### config.mk
export PLATFORM = sky130hd
export DESIGN_NAME = hbs_divider
export DESIGN_NICKNAME = d
export VERILOG_FILES = /design/src/hdl/hbs_pkg.sv /design/src/hdl/hbs_divider.sv
export SDC_FILE = /design/constraint.sdc
export NUM_CORES = 1
export LEC_CHECK = 0
export BUFFER_PORTS_ARGS = -buffer_cell sky130_fd_sc_hd__buf_2
export CORE_MARGIN = 2
export CORE_UTILIZATION = 30
export CTS_CLUSTER_DIAMETER = 150
export DETAILED_ROUTE_END_ITERATION = 8
export SETUP_SLACK_MARGIN = 0.02
export SLEW_MARGIN = 20
export SYNTH_ARGS = -nofsm -noshare
export SYNTH_HDL_FRONTEND = slang
export SYNTH_SLANG_ARGS = --single-unit
### constraint.sdc
create_clock -name clk -period 3.8 [get_ports clk]
set_input_delay 0.19 -clock clk [delete_from_list [all_inputs] [get_ports clk]]
set_output_delay 0.19 -clock clk [all_outputs]
set_load 0.01 [all_outputs]
### src/hdl/hbs_pkg.sv
// package for the heightmap bilinear sampler: sizes, codes and state encoding
// no dependencies
package hbs_pkg;
	localparam int GridPoints = 81;
	localparam int AddrW = $clog2(GridPoints * GridPoints);
	localparam int IdxW = $clog2(GridPoints);
	localparam int PosW = 26;
	localparam logic [PosW-1:0] PosMax = PosW'((GridPoints - 1) * 256);
	localparam logic [1:0] ModeWrite = 2'd0;
	localparam logic [1:0] ModeHeight = 2'd1;
	localparam logic [1:0] ModeNormal = 2'd2;
	localparam logic [1:0] ModeUnused = 2'd3;
	localparam logic [0:0] CfgOrgX = 1'b0;
	localparam logic [0:0] CfgOrgZ = 1'b1;

	typedef enum logic [3:0] {
		ST_IDLE, ST_SETUP, ST_READ, ST_LERP, ST_SQRT, ST_DIV, ST_DONE
	} hbs_state_t;

	typedef struct packed {
		logic start;
		logic [47:0] num;
		logic [31:0] den;
	} hbs_div_req_t;

	typedef struct packed {
		logic busy;
		logic done;
		logic [47:0] quot;
	} hbs_div_rsp_t;
endpackage

### src/hdl/hbs_divider.sv
// shared restoring divider, one quotient bit per cycle
// depends on hbs_pkg for the request and response structs
module hbs_divider (
	input  logic clk,
	input  logic arst_n,
	input  hbs_pkg::hbs_div_req_t req,
	output hbs_pkg::hbs_div_rsp_t rsp
);
	import hbs_pkg::*;
	logic [31:0] rem_q, den_q;
	logic [47:0] quo_q;
	logic [5:0] cnt_q;
	logic busy_q, done_q;
	logic [32:0] trial;

	assign trial = {rem_q, quo_q[47]} - {1'b0, den_q};

	always_ff @(posedge clk or negedge arst_n) begin
		if (!arst_n) begin
			busy_q <= 1'b0;
			done_q <= 1'b0;
			cnt_q <= '0;
		end else begin
			done_q <= 1'b0;
			if (req.start) begin
				busy_q <= 1'b1;
				cnt_q <= 6'd48;
			end else if (busy_q) begin
				cnt_q <= cnt_q - 6'd1;
				if (cnt_q == 6'd1) begin
					busy_q <= 1'b0;
					done_q <= 1'b1;
				end
			end
		end
	end

	always_ff @(posedge clk) begin
		if (req.start) begin
			rem_q <= '0;
			quo_q <= req.num;
			den_q <= req.den;
		end else if (busy_q) begin
			if (!trial[32]) begin
				rem_q <= trial[31:0];
				quo_q <= {quo_q[46:0], 1'b1};
			end else begin
				rem_q <= {rem_q[30:0], quo_q[47]};
				quo_q <= {quo_q[46:0], 1'b0};
			end
		end
	end

	assign rsp.busy = busy_q;
	assign rsp.done = done_q;
	assign rsp.quot = quo_q;
endmodule

# Word level (Yosys, flattened, before mapping)
# Index checks and enable logic that the tools add are counted.
# totals
reg_bits,120
latch_bits,0
ram_bits,0
romBits,0
in_bits,83
out_inout_bits,50
word_cells,22
memories,0
# classes
add_sub_neg,2
mul,0
div,0
order_cmp,0
eq_ne,1
n_shift,0
muxes,12
bitwise,0
n_reduce_logical,1
# ops
operator,count
2-to-1 mux 48 bit,2
subtractor 33 x 32 -> 33 bit,1
2-to-1 mux 32 bit,1
2-to-1 mux 6 bit,2
2-to-1 mux 1 bit,7
equality test 6 x 1 -> 1 bit (second input constant),1
subtractor 6 x 1 -> 6 bit (second input constant),1
nonzero test 2 bit,1

# Logic depth before layout (Yosys ltp)
# depth
ltp_word,4
ltp_mapped,15
ltp_nobuf,13

# Worst setup path after synthesis
# Ideal clock, no wire load.
# synth_timing
kind,register to register
startpoint,register quo_q[47]
endpoint,register rem_q[17]
setup_ns,0.091
arrival_ns,3.254
required_time_ns,3.709
setup_slack_ns,0.455
stages_incl_launch_ff,15
n_path_buf,1
synth_period_minus_slack_ns,3.345
cell_sequence,edfxtp_1 > inv_1 > ha_1 > fa_1 > nand2b_1 > a21oi_2 > o41ai_4 > nor3_2 > o2111ai_1 > a21oi_2 > a31o_1 > buf_6 > xnor2_2 > or4_1 > a311oi_1
# synth_via
elab_chain_cells,2
# synth_rtl
element,line,rtl
"start, declared",hbs_divider.sv:11,logic [47:0] quo_q;
"start signal, assigned",hbs_divider.sv:41,quo_q <= req.num;
"start signal, assigned",hbs_divider.sv:46,"quo_q <= {quo_q[46:0], 1'b1};"
"start signal, assigned",hbs_divider.sv:49,"quo_q <= {quo_q[46:0], 1'b0};"
subtractor 33 x 32 -> 33 bit,hbs_divider.sv:16,"assign trial = {rem_q, quo_q[47]} - {1'b0, den_q};"
2-to-1 mux 32 bit,hbs_divider.sv:44,if (!trial[32]) begin
"end signal, assigned",hbs_divider.sv:45,rem_q <= trial[31:0];
"end signal, assigned",hbs_divider.sv:48,"rem_q <= {rem_q[30:0], quo_q[47]};"
"end, declared",hbs_divider.sv:10,"logic [31:0] rem_q, den_q;"
# No other way between the ends.
# A chain may end at the register's enable or synchronous reset.

# Worst setup path in the final report
# layout_timing
startpoint,register quo_q[47]
endpoint,register rem_q[12]
# The elaborated chain is that of the path after synthesis.

==> results.tsv <==
metric	value	unit
run status	finished clean	
Clock Latency Late Sink	0.41	ns
area post-placement	7522	sq um
fmax	0.2884	GHz
Yosys reg bits	120	
count leader, synth	nand2_1	
vias in the first global route	4955	
synthesis-to-finish area growth	28.62	%
critical path arrival	3.79	ns
root buffer selected by CTS	clkbuf_16	
top-area cell type share of the netlist area	0.3656	
Die Y	152.0	um
Data required, critical path	4.12	ns
Sum Neg Setup Slack	0	ns
Cells after Synth	617	
Final Critical Period	3.468	ns
# Post-CTS Setup Buffers	0	
total CTS buffers	17	
Static Leak	3.700	nW
Main synth FF type	edfxtp_1	
cell taking the most area after synthesis	edfxtp_1	
Worst path most repeated cell	a21oi_2	
Synth top cells by count	81 x nand2_1, 80 x edfxtp_1, 48 x nor2_1	
grt ovf	0	
Pre-Repair DR Iteration Count	4	
initial antenna violation count	0	
final setup skew	0.008960	ns
# placed instances	1008	
Netlist Area Pre-Place	6570	sq um
Peak VDD IR	0.3109	mV
Slew headroom	0.4317	
Post-Syn Area per Cell	10.65	sq um
Pwr Total	5.388	mW
GRT Util Overall	0.1346	
fin area	8451	sq um
# IOs	133	
die width	152.0	um
final-stage net count	898	
drt wl/cell	14.32	um
Sink Count	120	
Worst-Margin Slew	0.8524	ns
via/cell ratio	4.734	
hold slack	0.07323	ns
max incr delay on CP	0.54	ns
slowest CP cell	or4_1	
Post-Route Utilization	0.3896	
crit start category	flip-flop	
# port buffers	132	
global-route wire length before repair	25290	um
Hold Crit Class	input port to flip-flop	
Setup WS pre-CTS	0.2820	ns
# DRC	0	
critical-path cell list	inv_1, ha_1, fa_1, nand2b_1, a21oi_2, o41ai_4, nor3_2, o2111ai_1, a21oi_2, a31o_2, xnor2_4, or4_1, a311oi_1	
FFs w/ async S/R, synth	0.06667	
Post-synth EDFFs	80	
HPWL Detailed	10650	um
H-tree depth	4	
final worst slack	0.3323	ns
via count	5080	
post-route ant nets	0	
CP Max Fanout	9	
yosys warns	0	
Tcrit/Tclk final	0.9125	
TritonCTS clock tree	done	
Mapped Nets	735	
total wire length	15360	um
largest cells by area after synthesis	edfxtp_1 37%, dfxtp_1 9.8%, mux2_2 8.1%	
Die ar.	23100	sq um
core footprint	21690	sq um
Synth cell types	62	
Setup CP Type	flip-flop to flip-flop	
Final Hold Fails	0	
Seq/Total Area, Yosys	0.4936	
Antenna Cells	0	
fraction of layout cells with a size suffix above 1	0.2926	
standard-cell row count	54	
pwr dens	637.6	nW/um^2
largest net degree at the start of global routing	73	
Worst Setup End Kind	flip-flop	
Post-Layout Cell Count	1073	
Final Slew Violations	0	
initial core utilization	0.3029	
setup violators final	0	
number of max-cap violations	0	
final estimated routing congestion in global placement	0.8223	
Clock transition at path regs	0.07	ns
RSZ-0062 raised after global routing	false	
initial detailed-routing violation count	276	
clk buf depth	2	
==> power by group <==
part / switching (mW) / internal, mW / leakage, nW
logic: 1.09 / 0.880 / 2.25
registers: 0.176 / 1.65 / 1.18
clock network: 0.663 / 0.926 / 0.278
==> worst paths after layout <==
path	slack (ns)	to	cells after the start	start
min in group asynchronous	0.17	cnt_q[2]	2	arst_n
worst max-delay path	0.33	rem_q[12]	13	quo_q[47]
max in group asynchronous	3.45	busy_q	2	arst_n
worst min register to register	0.50	rem_q[22]	2	rem_q[21]
worst min-delay path	0.07	quo_q[17]	2	req[49]
worst max register to register	0.33	rem_q[12]	13	quo_q[47]
==> area by class of cell <==
cell class | instances | area, sq um
timing repair buffer | 175 | 1072
multi-input combinational | 423 | 3039
clock buffer | 17 | 425.4
tap | 280 | 350.3
inverter | 43 | 162.7
sequential | 120 | 3244
clock inverter | 15 | 156.4
fill | 2135 | 13240
==> state kept, by name, indices dropped and copies added (netlist names) <==
name and flops:
busy_q 1, cnt_q 6, den_q 32, done_q 1, quo_q 48, rem_q 32
==> kinds of logic (layout without fill, tap and decap cells) <==
kind of cell	Yosys count	count (layout)	share of synthesized area
AND/OR/NAND/NOR	185	185	0.1259
flip-flops	120	120	0.4936
buffers and inverters	74	250	0.04551
adder cells (fa/ha/maj)	35	35	0.06780
XOR/XNOR	31	31	0.04361
AO/OA/AOI/OAI	125	125	0.1430
multiplexers	47	47	0.08056
==> cells in the final DEF (no fill, tap or decap), types with 3 or more instances in the layout <==
cell	n
o21bai_1	4
a41oi_1	4
a211oi_1	4
xnor2_1	19
clkbuf_16	17
nand2_1	81
nand2b_1	6
o31ai_1	3
and2_1	3
dfxtp_1	32
edfxtp_1	80
dfrtp_1	7
nand3_1	10
clkinvlp_4	3
dlygate4sd3_1	33
nor3_1	10
a21o_1	19
nand4_1	4
a311oi_1	29
nor2b_1	3
a21oi_1	23
buf_4	10
nor2_1	48
and3_1	5
ha_1	34
o2111ai_1	4
buf_2	131
mux2_2	47
or3_1	3
nor3b_1	3
inv_6	6
xor2_1	10
o21ai_0	11
inv_8	3
inv_1	42
==> repair_timing <==
action	in CTS	in global routing
hold buffers	33	0
endpoints found under the hold margin	40	0
setup endpoints to repair	0	24
gates resized for setup	0	3
==> critical path, delay by kind of cell, from the launching register on <==
kind                     cells  cell delay [ns]
adder cells (fa/ha/maj)      2             0.38
buffers and inverters        1             0.09
AO/OA/AOI/OAI                6             1.52
XOR/XNOR                     1             0.18
flip-flops                   1             0.38
AND/OR/NAND/NOR              3             0.82
==> metal layers <==
metal / up-vias / global-route usage / part of all wire
met1: 2413 / 0.1804 / 0.48
met2: 82 / 0.2188 / 0.49
met4: 0 / 0.04005 / 0.0077
met5: - / 0 / 0
li1: 2579 / - / -
met3: 6 / 0.02938 / 0.024
Note: power is estimated with default switching activity, not from simulation.
